$ cat config.mk
export PLATFORM = sky130hd
export DESIGN_NAME = multi_mode_checksum_engine_unit_flat
export DESIGN_NICKNAME = d
export VERILOG_FILES = /design/src/rtl/mmce_pkg.sv /design/src/rtl/mmce_req_if.sv /design/src/rtl/mmce_rsp_if.sv /design/src/rtl/mmce_fold.sv /design/src/rtl/multi_mode_checksum_engine_unit.sv /design/src/flat_wrapper.sv
export SDC_FILE = /design/constraint.sdc
export NUM_CORES = 1
export LEC_CHECK = 0
export ABC_AREA = 0
export BUFFER_PORTS_ARGS = -buffer_cell sky130_fd_sc_hd__buf_4
export CAP_MARGIN = 20
export CORE_MARGIN = 3
export CORE_UTILIZATION = 62
export CTS_CLUSTER_DIAMETER = 100
export CTS_CLUSTER_SIZE = 12
export DETAILED_ROUTE_END_ITERATION = 10
export MAX_ROUTING_LAYER = met4
export PLACE_DENSITY = 0.91
export SYNTH_ARGS = -nofsm -noshare
export SYNTH_HDL_FRONTEND = slang
export SYNTH_SLANG_ARGS = --single-unit
$ cat constraint.sdc
create_clock -name clock -period 7.1 [get_ports clock]
set_input_delay 0.71 -clock clock [delete_from_list [all_inputs] [get_ports clock]]
set_output_delay 0.71 -clock clock [all_outputs]
set_load 0.005 [all_outputs]
$ cat src/rtl/mmce_pkg.sv
`timescale 1ns / 1ps
package mmce_pkg;

   typedef enum logic [3:0] {
      MODE_NONE    = 4'd0,
      MODE_XOR     = 4'd1,
      MODE_SUM8    = 4'd2,
      MODE_SUM16   = 4'd3,
      MODE_CRC8    = 4'd4,
      MODE_CRC8_8D = 4'd5,
      MODE_ARC     = 4'd6,
      MODE_CCITT   = 4'd7,
      MODE_MODBUS  = 4'd8,
      MODE_XMODEM  = 4'd9,
      MODE_CRC32   = 4'd10,
      MODE_CRC32C  = 4'd11
   } mode_type;

   localparam int unsigned CSR_ADDR_W = 3;
   localparam int unsigned CSR_DATA_W = 32;
   localparam logic CSR_IDX_CHECK_MODE = 1'b0;

   localparam logic [7:0]  POLY_CRC8    = 8'h07;
   localparam logic [7:0]  POLY_CRC8_8D = 8'h8D;
   localparam logic [15:0] POLY_A001    = 16'hA001;
   localparam logic [15:0] POLY_1021    = 16'h1021;
   localparam logic [31:0] POLY_CRC32   = 32'hEDB88320;
   localparam logic [31:0] POLY_CRC32C  = 32'h82F63B78;

   localparam logic [2:0] SIZE_NONE = 3'd0;
   localparam logic [2:0] SIZE_1    = 3'd1;
   localparam logic [2:0] SIZE_2    = 3'd2;
   localparam logic [2:0] SIZE_4    = 3'd4;

   function automatic logic [31:0] init_for(mode_type mode);
      logic [31:0] v;
      case (mode)
         MODE_CCITT, MODE_MODBUS: v = 32'h0000_FFFF;
         MODE_CRC32, MODE_CRC32C: v = 32'hFFFF_FFFF;
         default:                 v = 32'h0;
      endcase
      return v;
   endfunction

   function automatic logic [2:0] size_for(mode_type mode);
      logic [2:0] s;
      case (mode)
         MODE_XOR, MODE_SUM8, MODE_CRC8, MODE_CRC8_8D: s = SIZE_1;
         MODE_SUM16, MODE_ARC, MODE_CCITT, MODE_MODBUS, MODE_XMODEM: s = SIZE_2;
         MODE_CRC32, MODE_CRC32C: s = SIZE_4;
         default: s = SIZE_NONE;
      endcase
      return s;
   endfunction

endpackage

$ cat src/rtl/mmce_req_if.sv
`timescale 1ns / 1ps
interface mmce_req_if;
   logic       valid;
   logic       ready;
   logic [7:0] data_byte;
   logic       last_byte;

   modport source (output valid, output data_byte, output last_byte, input ready);
   modport sink (input valid, input data_byte, input last_byte, output ready);
endinterface

$ cat src/rtl/mmce_rsp_if.sv
`timescale 1ns / 1ps
interface mmce_rsp_if;
   logic        valid;
   logic        ready;
   logic [31:0] check_value;
   logic [2:0]  check_size;

   modport source (output valid, output check_value, output check_size, input ready);
   modport sink (input valid, input check_value, input check_size, output ready);
endinterface

$ cat src/rtl/mmce_fold.sv
`timescale 1ns / 1ps
module mmce_fold (
   input  mmce_pkg::mode_type mode,
   input  logic [31:0]        cur_value,
   input  logic [7:0]         data_byte,
   output logic [31:0]        next_value
);
   import mmce_pkg::*;

   // msb-first crc, byte enters at the top
   function automatic logic [7:0] crc8_msb(logic [7:0] v, logic [7:0] b, logic [7:0] poly);
      logic [7:0] c;
      c = v ^ b;
      for (int i = 0; i < 8; i++) begin
         c = c[7] ? ((c << 1) ^ poly) : (c << 1);
      end
      return c;
   endfunction

   function automatic logic [15:0] crc16_msb(logic [15:0] v, logic [7:0] b,
                                             logic [15:0] poly);
      logic [15:0] c;
      c = v ^ {b, 8'h00};
      for (int i = 0; i < 8; i++) begin
         c = c[15] ? ((c << 1) ^ poly) : (c << 1);
      end
      return c;
   endfunction

   // reflected crc, byte enters at the bottom
   function automatic logic [15:0] crc16_lsb(logic [15:0] v, logic [7:0] b,
                                             logic [15:0] poly);
      logic [15:0] c;
      c = v ^ {8'h00, b};
      for (int i = 0; i < 8; i++) begin
         c = c[0] ? ((c >> 1) ^ poly) : (c >> 1);
      end
      return c;
   endfunction

   function automatic logic [31:0] crc32_lsb(logic [31:0] v, logic [7:0] b,
                                             logic [31:0] poly);
      logic [31:0] c;
      c = v ^ {24'h0, b};
      for (int i = 0; i < 8; i++) begin
         c = c[0] ? ((c >> 1) ^ poly) : (c >> 1);
      end
      return c;
   endfunction

   logic [7:0]  sum8;
   logic [15:0] sum16;

   assign sum8  = cur_value[7:0] + data_byte;
   assign sum16 = cur_value[15:0] + {8'h00, data_byte};

   always_comb begin
      case (mode)
         MODE_XOR:     next_value = {24'h0, cur_value[7:0] ^ data_byte};
         MODE_SUM8:    next_value = {24'h0, sum8};
         MODE_SUM16:   next_value = {16'h0, sum16};
         MODE_CRC8:    next_value = {24'h0, crc8_msb(cur_value[7:0], data_byte, POLY_CRC8)};
         MODE_CRC8_8D: begin
            next_value = {24'h0, crc8_msb(cur_value[7:0], data_byte, POLY_CRC8_8D)};
         end
         MODE_ARC, MODE_MODBUS: begin
            next_value = {16'h0, crc16_lsb(cur_value[15:0], data_byte, POLY_A001)};
         end
         MODE_CCITT, MODE_XMODEM: begin
            next_value = {16'h0, crc16_msb(cur_value[15:0], data_byte, POLY_1021)};
         end
         MODE_CRC32:   next_value = crc32_lsb(cur_value, data_byte, POLY_CRC32);
         MODE_CRC32C:  next_value = crc32_lsb(cur_value, data_byte, POLY_CRC32C);
         default:      next_value = 32'h0;
      endcase
   end

endmodule

$ cat src/rtl/multi_mode_checksum_engine_unit.sv
`timescale 1ns / 1ps
// a message's result shows on rsp in the cycle after its last item is taken
// one item per cycle unless a result stalls; fold is one unrolled eight-step update
// the result register frees up in the same cycle its result is taken
// reset (synchronous, active high) sets mode none, running value 0, no result pending
module multi_mode_checksum_engine_unit (
   input  logic                                clock,
   input  logic                                reset,
   mmce_req_if.sink                            req_if,
   mmce_rsp_if.source                          rsp_if,
   input  logic                                csr_psel,
   input  logic                                csr_penable,
   input  logic                                csr_pwrite,
   input  logic [mmce_pkg::CSR_ADDR_W-1:0]     csr_paddr,
   input  logic [mmce_pkg::CSR_DATA_W-1:0]     csr_pwdata,
   output logic [mmce_pkg::CSR_DATA_W-1:0]     csr_prdata,
   output logic                                csr_pready
);
   import mmce_pkg::*;

   mode_type    mode_ff, mode_in;
   logic [31:0] running_ff, running_in;
   logic        rsp_valid_ff, rsp_valid_in;
   logic [31:0] value_ff, value_in;
   logic [2:0]  size_ff, size_in;

   logic [31:0] folded;
   logic        req_take;
   logic        csr_wr;
   logic        mode_is_crc32;

   mmce_fold u_fold (
      .mode       (mode_ff),
      .cur_value  (running_ff),
      .data_byte  (req_if.data_byte),
      .next_value (folded)
   );

   assign req_if.ready = !rsp_valid_ff || rsp_if.ready;
   assign req_take     = req_if.valid && req_if.ready;
   assign csr_wr       = csr_psel && csr_penable && csr_pwrite &&
                         (csr_paddr[CSR_ADDR_W-1] == CSR_IDX_CHECK_MODE);
   assign mode_is_crc32 = (mode_ff == MODE_CRC32) || (mode_ff == MODE_CRC32C);

   assign csr_pready = 1'b1;
   assign csr_prdata = {{(CSR_DATA_W-4){1'b0}}, mode_ff};

   always_comb begin
      mode_in      = mode_ff;
      running_in   = running_ff;
      rsp_valid_in = rsp_valid_ff && !rsp_if.ready;
      value_in     = value_ff;
      size_in      = size_ff;
      if (csr_wr) begin
         mode_in    = mode_type'(csr_pwdata[3:0]);
         running_in = init_for(mode_type'(csr_pwdata[3:0]));
      end else if (req_take) begin
         if (req_if.last_byte) begin
            running_in   = init_for(mode_ff);
            rsp_valid_in = 1'b1;
            value_in     = mode_is_crc32 ? ~folded : folded;
            size_in      = size_for(mode_ff);
         end else begin
            running_in = folded;
         end
      end
   end

   always_ff @(posedge clock) begin
      if (reset) begin
         mode_ff      <= MODE_NONE;
         running_ff   <= 32'h0;
         rsp_valid_ff <= 1'b0;
      end else begin
         mode_ff      <= mode_in;
         running_ff   <= running_in;
         rsp_valid_ff <= rsp_valid_in;
      end
   end

   always_ff @(posedge clock) begin
      value_ff <= value_in;
      size_ff  <= size_in;
   end

   assign rsp_if.valid       = rsp_valid_ff;
   assign rsp_if.check_value = value_ff;
   assign rsp_if.check_size  = size_ff;

endmodule

$ cat src/flat_wrapper.sv
// flat-port wrapper written by rule: the top's interface ports become plain ports
module multi_mode_checksum_engine_unit_flat import mmce_pkg::*;
  (clock, reset, csr_psel, csr_penable, csr_pwrite, csr_paddr, csr_pwdata, csr_prdata, csr_pready, req_if_valid, req_if_data_byte, req_if_last_byte, req_if_ready, rsp_if_valid, rsp_if_check_value, rsp_if_check_size, rsp_if_ready);
  mmce_req_if req_if_i ();
  mmce_rsp_if rsp_if_i ();
  input  logic clock;
  input  logic reset;
  input  logic csr_psel;
  input  logic csr_penable;
  input  logic csr_pwrite;
  input  logic [mmce_pkg::CSR_ADDR_W-1:0] csr_paddr;
  input  logic [mmce_pkg::CSR_DATA_W-1:0] csr_pwdata;
  output logic [mmce_pkg::CSR_DATA_W-1:0] csr_prdata;
  output logic csr_pready;
  input wire logic [$bits(req_if_i.valid)-1:0] req_if_valid;
  input wire logic [$bits(req_if_i.data_byte)-1:0] req_if_data_byte;
  input wire logic [$bits(req_if_i.last_byte)-1:0] req_if_last_byte;
  output wire logic [$bits(req_if_i.ready)-1:0] req_if_ready;
  output wire logic [$bits(rsp_if_i.valid)-1:0] rsp_if_valid;
  output wire logic [$bits(rsp_if_i.check_value)-1:0] rsp_if_check_value;
  output wire logic [$bits(rsp_if_i.check_size)-1:0] rsp_if_check_size;
  input wire logic [$bits(rsp_if_i.ready)-1:0] rsp_if_ready;
  assign req_if_i.valid = req_if_valid;
  assign req_if_i.data_byte = req_if_data_byte;
  assign req_if_i.last_byte = req_if_last_byte;
  assign req_if_ready = req_if_i.ready;
  assign rsp_if_valid = rsp_if_i.valid;
  assign rsp_if_check_value = rsp_if_i.check_value;
  assign rsp_if_check_size = rsp_if_i.check_size;
  assign rsp_if_i.ready = rsp_if_ready;
  multi_mode_checksum_engine_unit u_core (.clock(clock), .reset(reset), .req_if(req_if_i), .rsp_if(rsp_if_i), .csr_psel(csr_psel), .csr_penable(csr_penable), .csr_pwrite(csr_pwrite), .csr_paddr(csr_paddr), .csr_pwdata(csr_pwdata), .csr_prdata(csr_prdata), .csr_pready(csr_pready));
endmodule
-- Yosys cells after proc, flatten, opt, wreduce, memory -nomap -nowiden
Memory sizes are Yosys's and may differ from the RTL's. A register that Yosys moved wholly into a read port is not among the register bits.
Cells that the tools add are included.
- bits of input ports: 51
- memories: 1
- bits in registers: 69
- word-level logic and storage cells: 152
- output and inout bits: 70
- bits in read-only memories: 48
- memory list (memory ; words ; width ; rd ports ; clocked after memory_dff ; wr ports ; line ; text):
    (name not given) ; 16 ; 3 ; 1 ; 1 ; 0 ; mmce_pkg.sv:47 ; case (mode)
- multiplexer cells: 58
- bitwise operators: 55
- eq/ne operators: 15
- add/sub/neg operators: 2
- reduce and logical (&&, ||, !) cells: 17
- operator list (cell ; number):
    two-way mux 32 bit ; 20
    one-hot mux 32 bit (9 select lines) ; 1
    inverter 16 -> 17 bit ; 8
    two-way mux 16 bit ; 8
    one-hot mux 32 bit (2 select lines) ; 2
    inverter 13 -> 14 bit ; 8
    two-way mux 13 bit ; 8
    two-way mux 8 bit ; 8
    inverter 3 bit ; 16
    inverter 32 bit ; 1
    inverter 4 bit ; 8
    bitwise XOR 32 x 8 -> 32 bit ; 1
    == test 4 bit, second input constant ; 7
    two-way mux 3 bit ; 8
    inverter 2 -> 3 bit ; 8
    == test 4 x 3 -> 1 bit, second input constant ; 5
    adder 16 x 8 -> 16 bit ; 1
    bitwise XOR 16 bit ; 1
    bitwise XOR 16 x 8 -> 16 bit ; 1
    OR reduction 2 bit ; 6
    adder 8 bit ; 1
    == test 4 x 2 -> 1 bit, second input constant ; 2
    bitwise XOR 8 bit ; 1
    logical AND 1 bit ; 5
    7 further kinds ; 12

-- Longest topological paths before layout
Gate-level depths: netlist of the first run.
- word-level depth: 21
- gate-level depth with buffers: 10
- gate-level depth less buffers: 9

-- Cells and area by module
A second synthesis of the first run with hierarchy kept.
- cell total of the unflattened synthesis: 708
- area, all modules: 6313.6 µm²
- by module, submodules not included (module ; times used ; cells each ; area an instance (µm²)):
    multi_mode_checksum_engine_unit ; 1 ; 296 ; 3254.4
    mmce_fold ; 1 ; 412 ; 3059.2

-- Least setup slack after synthesis of the first run
OpenSTA, ideal clock, no wires.
- kind: input-to-reg
- start: input port req_if_data_byte[5]
- end: register u_core.value_ff[0] (netlist: u_core.rsp_if.check_value[0]) (data pin)
- arrival time: 2.663 ns
- cell stages on the path: 8
- library setup time: 0.276 ns
- slack: 4.161 ns
- cell sequence: ha_1 > buf_2 > xnor2_2 > xnor3_1 > or2_0 > mux2_4 > o2111ai_2 > xnor2_1
- longest elaborated chain between the ends: 14
- RTL lines (element ; line ; text):
    from (decl) ; flat_wrapper.sv:16 ; input wire logic [$bits(req_if_i.data_byte)-1:0] req_if_data_byte;
    bitwise XOR 8 bit ; mmce_fold.sv:13 ; c = v ^ b;
    two-way mux 8 bit ; mmce_fold.sv:15 ; c = c[7] ? ((c << 1) ^ poly) : (c << 1);
    inverter 4 bit (no source line) ; -- ;
    two-way mux 8 bit (5 in a row) ; mmce_fold.sv:15 ;
    inverter 4 bit (no source line) ; -- ;
    two-way mux 8 bit (2 in a row) ; mmce_fold.sv:15 ;
    one-hot mux 32 bit (9 select lines) * ; mmce_fold.sv:58 ; case (mode)
    inverter 32 bit ; multi_mode_checksum_engine_unit.sv:61 ; value_in = mode_is_crc32 ? ~folded : folded;
    two-way mux 32 bit * ; multi_mode_checksum_engine_unit.sv:61 ;
    to (signal assigned) ; multi_mode_checksum_engine_unit.sv:82 ; value_ff <= value_in;
    to (decl) ; multi_mode_checksum_engine_unit.sv:24 ; logic [31:0] value_ff, value_in;
Every way passes the cells marked *; elsewhere a longest branch is shown, timed or not.
A chain may end at the register's enable or synchronous reset.

-- Worst setup path in the final report of the first run
- start: input port req_if_data_byte[2]
- end: register u_core.value_ff[7] (netlist: u_core.rsp_if.check_value[7]) (data pin)
- longest elaborated chain between the ends: 15
- RTL lines (element ; line ; text):
    bitwise XOR 32 x 8 -> 32 bit ; mmce_fold.sv:44 ; c = v ^ {24'h0, b};
    two-way mux 32 bit (3 in a row) ; mmce_fold.sv:46 ; c = c[0] ? ((c >> 1) ^ poly) : (c >> 1);
    inverter 16 -> 17 bit (no source line) ; -- ;
    two-way mux 32 bit (2 in a row) ; mmce_fold.sv:46 ;
    inverter 16 -> 17 bit (no source line) ; -- ;
    two-way mux 32 bit ; mmce_fold.sv:46 ;
    inverter 16 -> 17 bit (no source line) ; -- ;
    two-way mux 32 bit (2 in a row) ; mmce_fold.sv:46 ;
    one-hot mux 32 bit (9 select lines) * ; mmce_fold.sv:58 ;
    inverter 32 bit ; multi_mode_checksum_engine_unit.sv:61 ;
    two-way mux 32 bit * ; multi_mode_checksum_engine_unit.sv:61 ;
Marks and branches as above.

==> impl_results.html, run 1 <==
<table>
<tr><th>Metric</th><th>Value</th></tr>
<tr><th colspan="2">STA</th></tr>
<tr><td>Pins Over Slew Limit</td><td>0</td></tr>
<tr><td>Final number of hold-violating endpoints</td><td>0</td></tr>
<tr><td>Worst Setup Slack, final</td><td>3.35 ns</td></tr>
<tr><td>Slew at the pin closest to its max-slew limit</td><td>approximately 1.3 ns</td></tr>
<tr><td>Setup-violating endpoint count in the final report</td><td>0</td></tr>
<tr><td>Max Clock Skew</td><td>approximately 0.016 ns</td></tr>
<tr><td>Final period util</td><td>0.529</td></tr>
<tr><td>Final Critical Period</td><td>approximately 3.8 ns</td></tr>
<tr><td>Final total negative setup slack</td><td>0 ns</td></tr>
<tr><td>Achievable frequency</td><td>around 270 MHz</td></tr>
<tr><td>Relative slew margins</td><td>0.125</td></tr>
<tr><td>RSZ-0062 raised after global routing</td><td>false</td></tr>
<tr><th colspan="2">Floorplanning</th></tr>
<tr><td>FP Rows</td><td>36</td></tr>
<tr><td>Core region area</td><td>9910 sq um</td></tr>
<tr><td>Number of I/O pins</td><td>roughly 120</td></tr>
<tr><td>Die Span X</td><td>between 100 and 150 microns</td></tr>
<tr><td>Overall die height</td><td>107 microns</td></tr>
<tr><td>Die area</td><td>around 12,000 sq um</td></tr>
<tr><td>Initial cell density of the core</td><td>0.644</td></tr>
<tr><th colspan="2">Synth</th></tr>
<tr><td>Share of synthesized area spent on multiplexers</td><td>0.00569</td></tr>
<tr><td>Number of synthesized flops with an enable pin</td><td>35</td></tr>
<tr><td>Most used flip-flop cell after synthesis</td><td>dfxtp_1</td></tr>
<tr><td>Synthesis-stage register bit count</td><td>72</td></tr>
<tr><td>Basic-gate share of the synthesized area counting and, or, nand and nor cells</td><td>0.0906</td></tr>
<tr><td>Area of the mapped netlist</td><td>between 6000 and 7000 sq um</td></tr>
<tr><td>Distinct cell type count of the synthesized netlist</td><td>71</td></tr>
<tr><td>Synthesized-area fraction occupied by ao, oa, aoi and oai cells</td><td>0.211</td></tr>
<tr><td>Proportion of register bits with asynchronous set or reset after synthesis</td><td>0</td></tr>
<tr><td>Sequential element share of the synthesized area</td><td>0.281</td></tr>
<tr><td>Combinational family with the most area after synthesis</td><td>XOR/XNOR gates</td></tr>
<tr><td>Adder-cell share of the synthesized area</td><td>0.0385</td></tr>
<tr><td>Gate count after technology mapping</td><td>682</td></tr>
<tr><td>Post-synthesis xor/xnor area fraction</td><td>0.294</td></tr>
<tr><td>Per-instance average area after synthesis</td><td>9.35 sq um</td></tr>
<tr><td>Number of warning messages in the yosys log</td><td>0</td></tr>
<tr><th colspan="2">Clocking</th></tr>
<tr><td>Root Driver</td><td>clkbuf_8</td></tr>
<tr><td>Hold-fix buffer count after cts</td><td>0</td></tr>
<tr><td>Count of H-tree levels built during CTS</td><td>3</td></tr>
<tr><td>CTS sink count</td><td>72</td></tr>
<tr><td>CTS tree</td><td>built</td></tr>
<tr><td>Number of setup buffers added after CTS</td><td>0</td></tr>
<tr><td>Maximum clock path buffer count</td><td>2</td></tr>
<tr><td>Number of clock buffers inserted by TritonCTS</td><td>9</td></tr>
<tr><td>Clock transition at the registers of the reported paths</td><td>0.09 ns</td></tr>
<tr><td>Number of gates given a new drive strength after cts</td><td>0</td></tr>
<tr><td>Insertion delay of the later-clocked pin in the worst-skew pair</td><td>0.37 ns</td></tr>
<tr><th colspan="2">Power and ir drop</th></tr>
<tr><td>Maximum resistive drop on vdd</td><td>roughly 0.18 mV</td></tr>
<tr><td>Total leakage power</td><td>roughly 2.7 nW</td></tr>
<tr><td>Power Total</td><td>roughly 1.6 mW</td></tr>
<tr><td>Cell area power density</td><td>about 240 nW/um^2</td></tr>
<tr><th colspan="2">Cells and area</th></tr>
<tr><td>Most common cell after layout, fill and taps aside</td><td>xnor2_1</td></tr>
<tr><td>Number of diodes added for antenna fixing</td><td>0</td></tr>
<tr><td>Synth-to-Final Area Change</td><td>8.81%</td></tr>
<tr><td>Leading cell types in the layout, fill and taps excluded</td><td>104 x xnor2_1, 68 x buf_4, 61 x xor2_1, 53 x nor2_1, 39 x nand2_1</td></tr>
<tr><td>Nets@finish</td><td>778</td></tr>
<tr><td>Count of non-filler cells in the finished layout</td><td>approximately 850</td></tr>
<tr><td>Share of layout cells above drive strength 1</td><td>0.164</td></tr>
<tr><th colspan="2">Place</th></tr>
<tr><td>Number of cells in the design after placement</td><td>between 800 and 900</td></tr>
<tr><td>Post-DP HPWL</td><td>around 14 mm</td></tr>
<tr><td>Port-buffer cells</td><td>61</td></tr>
<tr><td>RD Place Congestion</td><td>between 1 and 1.5</td></tr>
<tr><td>Minimum setup slack after placement</td><td>approximately 3.0 ns</td></tr>
<tr><th colspan="2">Worst setup path</th></tr>
<tr><td>Maximum net fanout on the critical path</td><td>19</td></tr>
<tr><td>Critical path required time</td><td>approximately 7.2 ns</td></tr>
<tr><td>Worst reg2reg startpoint</td><td>u_core.running_ff[7]</td></tr>
<tr><td>Worst Setup End Kind</td><td>register</td></tr>
<tr><td>Worst setup startpoint</td><td>req_if_data_byte[2]</td></tr>
<tr><td>Launching element type of the critical path</td><td>input pin</td></tr>
<tr><td>Arrival time at the worst endpoint</td><td>between 3 and 4 ns</td></tr>
<tr><td>Type of the worst setup path</td><td>input pin to register</td></tr>
<tr><th colspan="2">Global route</th></tr>
<tr><td>Congestion Overflow GR</td><td>0</td></tr>
<tr><td>Initial antenna violation count</td><td>0</td></tr>
<tr><td>Largest net degree at the start of global routing</td><td>36</td></tr>
<tr><td>Total Routing Usage GR</td><td>0.357</td></tr>
<tr><td>Via count of the first global-routing pass</td><td>approximately 5,400</td></tr>
<tr><td>Global-route wire length before repair</td><td>about 30 mm</td></tr>
<tr><th colspan="2">Drt</th></tr>
<tr><td>Violation count after the first detailed-routing iteration</td><td>approximately 600</td></tr>
<tr><td>Vias per cell</td><td>6.64</td></tr>
<tr><td>Detailed-route wire length per cell</td><td>roughly 23 microns</td></tr>
<tr><td>Number of iterations in the first detailed-routing pass</td><td>10</td></tr>
<tr><td>WL final</td><td>a little under 20 mm</td></tr>
<tr><td>DRC viols</td><td>0</td></tr>
<tr><td>Overall via count from detail_route</td><td>roughly 5,600</td></tr>
<tr><td>Routed Antenna Nets</td><td>0</td></tr>
<tr><th colspan="2">Min path</th></tr>
<tr><td>Hold Crit Start</td><td>u_core.mode_ff[0]</td></tr>
<tr><td>Hold crit path type</td><td>register to register</td></tr>
<tr><th colspan="2">Job</th></tr>
<tr><td>Reported max-cap violation count</td><td>0</td></tr>
<tr><th colspan="2">Outcome</th></tr>
<tr><td>Status</td><td>finished, final reports clean</td></tr>
</table>
==> state kept, by name, summed over array words and instances, names as in the netlist <==
| signal | cells |
|---|---|
| u_core.mode_ff | 4 |
| u_core.rsp_if.valid | 1 |
| u_core.running_ff | 32 |
| u_core.rsp_if.check_size | 3 |
| u_core.rsp_if.check_value | 32 |
==> Yosys cell counts, types with 4 or more instances <==
| cell | number | area [sq um] |
|---|---|---|
| xnor3_1 | 8 | 180 |
| buf_4 | 30 | 225 |
| o211ai_1 | 7 | 52.6 |
| nor2_1 | 53 | 199 |
| a2111oi_0 | 4 | 35.0 |
| a22oi_1 | 7 | 52.6 |
| and2_1 | 4 | 25.0 |
| a21oi_1 | 20 | 100 |
| edfxtp_1 | 35 | 1050 |
| xor2_1 | 61 | 534 |
| o221ai_1 | 6 | 52.6 |
| nand2_1 | 39 | 146 |
| a222oi_1 | 8 | 80.1 |
| a211oi_1 | 19 | 143 |
| a221oi_1 | 10 | 87.6 |
| buf_2 | 16 | 80.1 |
| inv_1 | 13 | 48.8 |
| nor3_1 | 5 | 25.0 |
| a22o_1 | 4 | 35.0 |
| o22ai_1 | 18 | 113 |
| o21a_1 | 7 | 52.6 |
| o21ai_0 | 29 | 145 |
| dfxtp_1 | 37 | 741 |
| clkbuf_1 | 30 | 113 |
| xnor2_1 | 104 | 911 |
| o221a_2 | 14 | 158 |
| ha_1 | 18 | 225 |
| xnor2_2 | 6 | 97.6 |
| a221o_1 | 4 | 40.0 |
==> metal layers <==
metal,GRT usage,vias to the layer above,wire [microns]
li1,-,2448,-
met3,0.0666,71,2250
met5,-,-,0
met4,0.162,0,915
met2,0.555,402,9160
met1,0.457,2697,7530
==> path summary, 6_finish.rpt <==
kind | slack (ns) | cells past startpoint | end
max | 3.35 | 9 | u_core.rsp_if.check_value[7]
min | 0.53 | 2 | u_core.mode_ff[0]
max reg2reg | 3.44 | 8 | u_core.rsp_if.check_value[7]
min reg2reg | 0.53 | 2 | u_core.mode_ff[0]
==> critical path, cell delays in order <==
cell and delay [ns]:
buf_4 0.12, ha_1 0.72, ha_1 0.44, a221oi_2 0.38, o21ai_0 0.22, a221oi_1 0.48
xnor2_1 0.12, a211oi_1 0.53, xor2_1 0.12
==> area by class of cell <==
cell class / count / area (sq um)
clock buffers: 9 / 124
multi-input cells: 543 / 4190
clock inverters: 7 / 80.1
inverters: 13 / 48.8
well taps: 133 / 166
repair buffers: 69 / 538
fillers: 817 / 2970
flip-flops and latches: 72 / 1790
==> power by group <==
part           internal [mW]  leakage (nW)  switching (mW)
sequential             0.460         0.637          0.0303
combinational          0.352          1.94           0.451
clock                  0.166         0.102           0.179
==> kinds of logic after synthesis <==
family,Yosys count
adder cells (fa/ha/maj),19
XOR/XNOR,186
multiplexers,3
other,2
AO/OA/AOI/OAI,179
AND/OR/NAND/NOR,127
flip-flops,72
buffers and inverters,94
==> stage by stage <==
stage	instance area, sq um	hold WS (ns)	utilization
after floorplan	6480	0.488	-
after global placement	6710	0.502	0.677
after detailed placement	6710	0.514	0.677
after CTS	6910	0.529	0.697
after global routing	6940	0.547	0.700
final	6940	0.526	0.700
Note: power is estimated with default switching activity, not from simulation.
==> inputs of run 2 (changes only) <==
Settings changed: CORE_UTILIZATION 62 to 57, PLACE_DENSITY 0.91 to 0.85.
Clock period 7.1 ns to 3.6 ns, I/O delays scaled along.
==> run 2 against run 1 <==
Against the previous run:
- highest routed layer unchanged
- core utilization fell by 2.3 points
- register-to-register slack got worse by 3.0 ns
- flip-flop and latch count did not move
- critical path type is now register to register
- largest power group unchanged
- clock skew fell by 0.0068 ns
- sequential share of layout area fell by 0.87 points
- die area rose by 8.3%
==> impl_results.html, run 2 (same netlist as run 1, synthesis figures left out) <==
<table>
<tr><th>Metric</th><th>Value</th></tr>
<tr><th colspan="2">Drt</th></tr>
<tr><td>Violation count after the first detailed-routing iteration</td><td>630</td></tr>
<tr><td>DRC viols</td><td>0</td></tr>
<tr><td>Routed Antenna Nets</td><td>0</td></tr>
<tr><td>WL final</td><td>between 20 and 25 mm</td></tr>
<tr><td>Vias per cell</td><td>about 6.4</td></tr>
<tr><td>Detailed-route wire length per cell</td><td>between 20 and 25 microns</td></tr>
<tr><td>Number of iterations in the first detailed-routing pass</td><td>5</td></tr>
<tr><td>Overall via count from detail_route</td><td>5,584</td></tr>
<tr><th colspan="2">Cells and area</th></tr>
<tr><td>Area taken by flip-flops and latches</td><td>1790 sq um</td></tr>
<tr><td>Count of non-filler cells in the finished layout</td><td>about 880</td></tr>
<tr><td>Fillcell total</td><td>842</td></tr>
<tr><td>Nets@finish</td><td>approximately 800</td></tr>
<tr><td>Leading cell types in the layout, fill and taps excluded</td><td>104 x xnor2_1, 94 x buf_4, 61 x xor2_1, 53 x nor2_1, 39 x nand2_1</td></tr>
<tr><td>Area of the multi-input gates</td><td>4190 sq um</td></tr>
<tr><td>Share of layout cells above drive strength 1</td><td>0.192</td></tr>
<tr><td>Synth-to-Final Area Change</td><td>12.6%</td></tr>
<tr><td>Most common cell after layout, fill and taps aside</td><td>xnor2_1</td></tr>
<tr><td>Post-route cell area</td><td>about 7200 sq um</td></tr>
<tr><td>Number of diodes added for antenna fixing</td><td>0</td></tr>
<tr><th colspan="2">Clocking</th></tr>
<tr><td>Hold-fix buffer count after cts</td><td>0</td></tr>
<tr><td>Maximum clock path buffer count</td><td>2</td></tr>
<tr><td>Root Driver</td><td>clkbuf_8</td></tr>
<tr><td>CTS sink count</td><td>between 70 and 80</td></tr>
<tr><td>Number of setup buffers added after CTS</td><td>0</td></tr>
<tr><td>CTS tree</td><td>built</td></tr>
<tr><td>Insertion delay of the later-clocked pin in the worst-skew pair</td><td>0.38 ns</td></tr>
<tr><td>Clock transition at the registers of the reported paths</td><td>around 0.080 ns</td></tr>
<tr><td>Number of clock buffers inserted by TritonCTS</td><td>9</td></tr>
<tr><td>Count of H-tree levels built during CTS</td><td>3</td></tr>
<tr><td>Number of gates given a new drive strength after cts</td><td>0</td></tr>
<tr><th colspan="2">Floorplanning</th></tr>
<tr><td>FP Rows</td><td>37</td></tr>
<tr><td>Number of I/O pins</td><td>between 100 and 150</td></tr>
<tr><td>Initial cell density of the core</td><td>0.602</td></tr>
<tr><td>Die Span X</td><td>between 100 and 150 microns</td></tr>
<tr><td>Die area</td><td>between 10,000 and 15,000 sq um</td></tr>
<tr><td>Overall die height</td><td>between 100 and 150 microns</td></tr>
<tr><td>Core region area</td><td>10,600 sq um</td></tr>
<tr><th colspan="2">Global route</th></tr>
<tr><td>Via count of the first global-routing pass</td><td>roughly 5,400</td></tr>
<tr><td>Total Routing Usage GR</td><td>0.346</td></tr>
<tr><td>Largest net degree at the start of global routing</td><td>36</td></tr>
<tr><td>Initial antenna violation count</td><td>0</td></tr>
<tr><td>Congestion Overflow GR</td><td>0</td></tr>
<tr><td>Global-route wire length before repair</td><td>32.2 mm</td></tr>
<tr><th colspan="2">Job</th></tr>
<tr><td>Reported max-cap violation count</td><td>0</td></tr>
<tr><th colspan="2">Place</th></tr>
<tr><td>Post-DP HPWL</td><td>~15 mm</td></tr>
<tr><td>Port-buffer cells</td><td>61</td></tr>
<tr><td>Number of cells in the design after placement</td><td>about 860</td></tr>
<tr><td>Cell area after placement</td><td>between 6000 and 7000 sq um</td></tr>
<tr><td>Minimum setup slack after placement</td><td>about 0.35 ns</td></tr>
<tr><td>RD Place Congestion</td><td>between 0.9 and 1</td></tr>
<tr><th colspan="2">Power and ir drop</th></tr>
<tr><td>Switching part of the total</td><td>0.374</td></tr>
<tr><td>Net load switching power</td><td>between 1 and 1.5 mW</td></tr>
<tr><td>Cell area power density</td><td>~480 nW/um^2</td></tr>
<tr><td>Relative contribution of combinational cells to total power</td><td>0.482</td></tr>
<tr><td>Maximum resistive drop on vdd</td><td>0.366 mV</td></tr>
<tr><td>Clock power share</td><td>0.239</td></tr>
<tr><td>Total leakage power</td><td>between 2 and 3 nW</td></tr>
<tr><td>Fraction of power consumed by sequential logic</td><td>0.279</td></tr>
<tr><td>Internal power component</td><td>2.15 mW</td></tr>
<tr><th colspan="2">Min path</th></tr>
<tr><td>Hold crit path type</td><td>input pin to register</td></tr>
<tr><th colspan="2">STA</th></tr>
<tr><td>Worst Setup Slack, final</td><td>0.436 ns</td></tr>
<tr><td>Pins Over Slew Limit</td><td>0</td></tr>
<tr><td>Relative slew margins</td><td>0.405</td></tr>
<tr><td>Final total negative setup slack</td><td>0 ns</td></tr>
<tr><td>Max Clock Skew</td><td>roughly 0.0094 ns</td></tr>
<tr><td>RSZ-0062 raised after global routing</td><td>false</td></tr>
<tr><td>Slew at the pin closest to its max-slew limit</td><td>slightly below 0.9 ns</td></tr>
<tr><td>Worst Hold Slack</td><td>approximately 0.24 ns</td></tr>
<tr><td>Final Critical Period</td><td>around 3.2 ns</td></tr>
<tr><td>Final period util</td><td>0.879</td></tr>
<tr><td>Achievable frequency</td><td>about 320 MHz</td></tr>
<tr><td>Final number of hold-violating endpoints</td><td>0</td></tr>
<tr><td>Setup-violating endpoint count in the final report</td><td>0</td></tr>
<tr><th colspan="2">Worst setup path</th></tr>
<tr><td>Type of the worst setup path</td><td>register to register</td></tr>
<tr><td>Critical path required time</td><td>3.70 ns</td></tr>
<tr><td>Maximum net fanout on the critical path</td><td>12</td></tr>
<tr><td>Worst Setup End Kind</td><td>register</td></tr>
<tr><td>Arrival time at the worst endpoint</td><td>around 3.3 ns</td></tr>
<tr><td>Launching element type of the critical path</td><td>register</td></tr>
<tr><th colspan="2">Outcome</th></tr>
<tr><td>Status</td><td>finished, final reports clean</td></tr>
</table>
==> run 2: per-stage QoR <==
| stage | power (mW) | util |
|---|---|---|
| 6_report | 3.44 | 0.677 |
| 5_1_grt | 3.58 | 0.677 |
| 4_1_cts | 3.42 | 0.677 |
| 3_5_place_dp | 2.59 | 0.653 |
| 3_3_place_gp | 2.56 | 0.653 |
| 2_1_floorplan | 2.19 | - |
==> run 2: power groups by stage <==
stage / combinational, mW / sequential [mW] / clock [mW]
4_1_cts: 1.63 / 0.958 / 0.830
3_3_place_gp: 1.59 / 0.975 / 0
6_report: 1.66 / 0.961 / 0.822
3_5_place_dp: 1.62 / 0.976 / 0
5_1_grt: 1.75 / 0.965 / 0.869
2_1_floorplan: 1.24 / 0.953 / 0
==> run 2: final cells by class <==
| cell class | count | area share |
|---|---|---|
| multi-input cells | 543 | 0.584 |
| flip-flops and latches | 72 | 0.250 |
| repair buffers | 95 | 0.101 |
| well taps | 136 | 0.0237 |
| clock buffers | 11 | 0.0211 |
| clock inverters | 5 | 0.0143 |
| inverters | 13 | 0.00680 |
==> run 2: per-layer routing <==
layer  global-route usage  wire length (microns)  vias up
li1                     -                      -     2504
met1                0.456                   8390     2696
met2                0.534                   9650      330
met3               0.0658                   2010       54
met4                0.119                    650        0
met5                    -                      0        -
==> run 2: path summary, 6_finish.rpt <==
| kind | start | to | slack [ns] | cells past startpoint |
|---|---|---|---|---|
| setup / recovery | u_core.running_ff[2] | u_core.rsp_if.check_value[3] | 0.44 | 7 |
| hold / removal | csr_pwdata[0] | u_core.mode_ff[0] | 0.24 | 3 |
| setup reg to reg | u_core.running_ff[2] | u_core.rsp_if.check_value[3] | 0.44 | 7 |
| hold reg to reg | u_core.running_ff[29] | u_core.running_ff[29] | 0.52 | 2 |
==> run 2: worst max-delay path, stage by stage, from the launching register on <==
cell	delay [ns]
dfxtp_1	0.35
ha_1	0.81
ha_1	0.48
xnor2_1	0.20
a222oi_1	0.35
nand2_1	0.09
a211oi_1	0.47
xor2_1	0.13
==> inputs of run 3 (changes only) <==
Settings changed: CORE_MARGIN 3 to unset, CTS_CLUSTER_DIAMETER 100 to 200, SETUP_SLACK_MARGIN set to 0.2.
==> run 3 against run 2 <==
Against the previous run:
- first-iteration DRC count down 5.7%
- clock power fell by 20%
- hold slack lost 0.0020 ns
- non-clock buffer count unchanged
- die area shrank 7.0%
- setup slack worse by 0.15 ns
- flip-flop and latch count stayed put
- fmax down 4.6%
==> impl_results.html, run 3 (same netlist as run 1, synthesis figures left out) <==
<table>
<tr><th>Metric</th><th>Value</th></tr>
<tr><th colspan="2">Worst setup path</th></tr>
<tr><td>Type of the worst setup path</td><td>register to register</td></tr>
<tr><td>Gate family responsible for the most delay along the worst path</td><td>compound AO/OA/AOI/OAI gates</td></tr>
<tr><td>Critical path required time</td><td>about 3.7 ns</td></tr>
<tr><td>Ordered cell list for the critical path</td><td>nor2b_1 -&gt; a22oi_1 -&gt; o221ai_1 -&gt; a211oi_1 -&gt; o2111ai_2 -&gt; xnor2_1</td></tr>
<tr><td>Worst Setup End Kind</td><td>register</td></tr>
<tr><td>Launching element type of the critical path</td><td>register</td></tr>
<tr><td>Biggest cell delay along the critical path</td><td>just over 0.9 ns</td></tr>
<tr><td>Worst setup startpoint</td><td>u_core.mode_ff[2]</td></tr>
<tr><td>Arrival time at the worst endpoint</td><td>approximately 3.4 ns</td></tr>
<tr><td>Count of buffer and inverter cells on the critical path</td><td>0</td></tr>
<tr><td>Worst reg2reg startpoint</td><td>u_core.mode_ff[2]</td></tr>
<tr><td>Number of cell instances on the worst register-to-register path</td><td>6</td></tr>
<tr><td>CP max-delay cell</td><td>a22oi_1</td></tr>
<tr><td>Total number of cells along the worst setup path</td><td>6</td></tr>
<tr><td>Maximum net fanout on the critical path</td><td>13</td></tr>
<tr><th colspan="2">Drt</th></tr>
<tr><td>Vias per cell</td><td>between 6 and 7</td></tr>
<tr><td>DRC viols</td><td>0</td></tr>
<tr><td>Violation count after the first detailed-routing iteration</td><td>a little under 600</td></tr>
<tr><td>Overall via count from detail_route</td><td>~5,700</td></tr>
<tr><td>Routed Antenna Nets</td><td>0</td></tr>
<tr><td>Number of iterations in the first detailed-routing pass</td><td>9</td></tr>
<tr><td>WL final</td><td>20.9 mm</td></tr>
<tr><td>Detailed-route wire length per cell</td><td>~24 microns</td></tr>
<tr><th colspan="2">Cells and area</th></tr>
<tr><td>Area of the multi-input gates</td><td>about 4200 sq um</td></tr>
<tr><td>Fillcell total</td><td>901</td></tr>
<tr><td>Share of layout cells above drive strength 1</td><td>0.194</td></tr>
<tr><td>Count of non-filler cells in the finished layout</td><td>around 880</td></tr>
<tr><td>Nets@finish</td><td>~800</td></tr>
<tr><td>Area taken by flip-flops and latches</td><td>between 1500 and 2000 sq um</td></tr>
<tr><td>Most common cell after layout, fill and taps aside</td><td>xnor2_1</td></tr>
<tr><td>Final core utilization</td><td>0.656</td></tr>
<tr><td>Synth-to-Final Area Change</td><td>11.9%</td></tr>
<tr><td>Leading cell types in the layout, fill and taps excluded</td><td>104 x xnor2_1, 93 x buf_4, 61 x xor2_1, 53 x nor2_1, 39 x nand2_1</td></tr>
<tr><td>Post-route cell area</td><td>between 7000 and 8000 sq um</td></tr>
<tr><td>Number of diodes added for antenna fixing</td><td>0</td></tr>
<tr><th colspan="2">Floorplanning</th></tr>
<tr><td>FP Rows</td><td>38</td></tr>
<tr><td>Number of I/O pins</td><td>around 120</td></tr>
<tr><td>Initial cell density of the core</td><td>0.586</td></tr>
<tr><td>Overall die height</td><td>around 110 microns</td></tr>
<tr><td>Die Span X</td><td>around 110 microns</td></tr>
<tr><td>Die area</td><td>approximately 12,000 sq um</td></tr>
<tr><td>Core region area</td><td>10,900 sq um</td></tr>
<tr><th colspan="2">Clocking</th></tr>
<tr><td>Maximum clock path buffer count</td><td>2</td></tr>
<tr><td>Count of H-tree levels built during CTS</td><td>3</td></tr>
<tr><td>Insertion delay of the later-clocked pin in the worst-skew pair</td><td>a little under 0.4 ns</td></tr>
<tr><td>Hold-fix buffer count after cts</td><td>0</td></tr>
<tr><td>Number of gates given a new drive strength after cts</td><td>0</td></tr>
<tr><td>CTS tree</td><td>built</td></tr>
<tr><td>Number of clock buffers inserted by TritonCTS</td><td>9</td></tr>
<tr><td>Number of setup buffers added after CTS</td><td>0</td></tr>
<tr><td>Clock transition at the registers of the reported paths</td><td>approximately 0.080 ns</td></tr>
<tr><td>CTS sink count</td><td>72</td></tr>
<tr><td>Root Driver</td><td>clkbuf_8</td></tr>
<tr><th colspan="2">Global route</th></tr>
<tr><td>Largest net degree at the start of global routing</td><td>36</td></tr>
<tr><td>Total Routing Usage GR</td><td>0.384</td></tr>
<tr><td>Congestion Overflow GR</td><td>0</td></tr>
<tr><td>Via count of the first global-routing pass</td><td>around 5,500</td></tr>
<tr><td>Global-route wire length before repair</td><td>31.3 mm</td></tr>
<tr><td>Initial antenna violation count</td><td>0</td></tr>
<tr><th colspan="2">Outcome</th></tr>
<tr><td>Status</td><td>finished, final reports clean</td></tr>
<tr><th colspan="2">Place</th></tr>
<tr><td>Cell area after placement</td><td>~6900 sq um</td></tr>
<tr><td>Post-DP HPWL</td><td>roughly 16 mm</td></tr>
<tr><td>Port-buffer cells</td><td>61</td></tr>
<tr><td>Number of cells in the design after placement</td><td>863</td></tr>
<tr><td>RD Place Congestion</td><td>1.01</td></tr>
<tr><td>Minimum setup slack after placement</td><td>about 0.35 ns</td></tr>
<tr><th colspan="2">STA</th></tr>
<tr><td>Worst Setup Slack, final</td><td>between 0.2 and 0.3 ns</td></tr>
<tr><td>Setup-violating endpoint count in the final report</td><td>0</td></tr>
<tr><td>Final number of hold-violating endpoints</td><td>0</td></tr>
<tr><td>Pins Over Slew Limit</td><td>0</td></tr>
<tr><td>Final Critical Period</td><td>3.32 ns</td></tr>
<tr><td>Achievable frequency</td><td>roughly 300 MHz</td></tr>
<tr><td>Final period util</td><td>0.921</td></tr>
<tr><td>Worst Hold Slack</td><td>approximately 0.24 ns</td></tr>
<tr><td>Final total negative setup slack</td><td>0 ns</td></tr>
<tr><td>Max Clock Skew</td><td>about 0.011 ns</td></tr>
<tr><td>Relative slew margins</td><td>0.274</td></tr>
<tr><td>Slew at the pin closest to its max-slew limit</td><td>between 1 and 1.5 ns</td></tr>
<tr><td>RSZ-0062 raised after global routing</td><td>false</td></tr>
<tr><th colspan="2">Min path</th></tr>
<tr><td>Hold crit path type</td><td>input pin to register</td></tr>
<tr><td>Hold Crit Start</td><td>csr_pwdata[0]</td></tr>
<tr><td>Hold Path Stages</td><td>3</td></tr>
<tr><th colspan="2">Power and ir drop</th></tr>
<tr><td>Net load switching power</td><td>around 1.3 mW</td></tr>
<tr><td>Internal power component</td><td>approximately 2.0 mW</td></tr>
<tr><td>Clock power share</td><td>0.200</td></tr>
<tr><td>Cell area power density</td><td>between 400 and 500 nW/um^2</td></tr>
<tr><td>Maximum resistive drop on vdd</td><td>~0.34 mV</td></tr>
<tr><td>Total leakage power</td><td>about 2.8 nW</td></tr>
<tr><td>Switching part of the total</td><td>0.397</td></tr>
<tr><td>Power Total</td><td>approximately 3.3 mW</td></tr>
<tr><td>Fraction of power consumed by sequential logic</td><td>0.294</td></tr>
<tr><td>Relative contribution of combinational cells to total power</td><td>0.506</td></tr>
<tr><th colspan="2">Job</th></tr>
<tr><td>Reported max-cap violation count</td><td>0</td></tr>
</table>
[run 3: per-layer routing]
layer	vias to the layer above	track usage	routed length, microns
li1	2502	-	-
met3	62	0.0860	2160
met1	2741	0.479	8300
met5	-	-	0
met4	0	0.186	847
met2	351	0.587	9550
[run 3: final timing paths]
| check | slack [ns] | endpoint |
|---|---|---|
| worst min-delay path | 0.24 | u_core.mode_ff[0] |
| worst max register to register | 0.28 | u_core.rsp_if.check_value[0] |
| worst max-delay path | 0.28 | u_core.rsp_if.check_value[0] |
| worst min register to register | 0.52 | u_core.running_ff[29] |
[run 3: area by class of cell]
type / instances / share of cell area
multi-input cells: 543 / 0.587
flip-flops and latches: 72 / 0.251
repair buffers: 95 / 0.103
well taps: 140 / 0.0245
clock buffers: 9 / 0.0174
clock inverters: 7 / 0.00982
inverters: 13 / 0.00684
[run 3: worst reg2reg max path, cell delays in order (launching register included)]
cell	delay (ns)
dfxtp_1	0.59
nor2b_1	0.27
a22oi_1	0.91
o221ai_1	0.28
a211oi_1	0.50
o2111ai_2	0.28
xnor2_1	0.20
[run 3: power by group through the flow]
stage          clock (mW)  sequential [mW]  combinational [mW]
2_1_floorplan           0            0.953                1.24
3_3_place_gp            0            0.977                1.58
3_5_place_dp            0            0.979                1.61
4_1_cts             0.660            0.961                1.62
5_1_grt             0.696            0.967                1.76
6_report            0.656            0.963                1.66
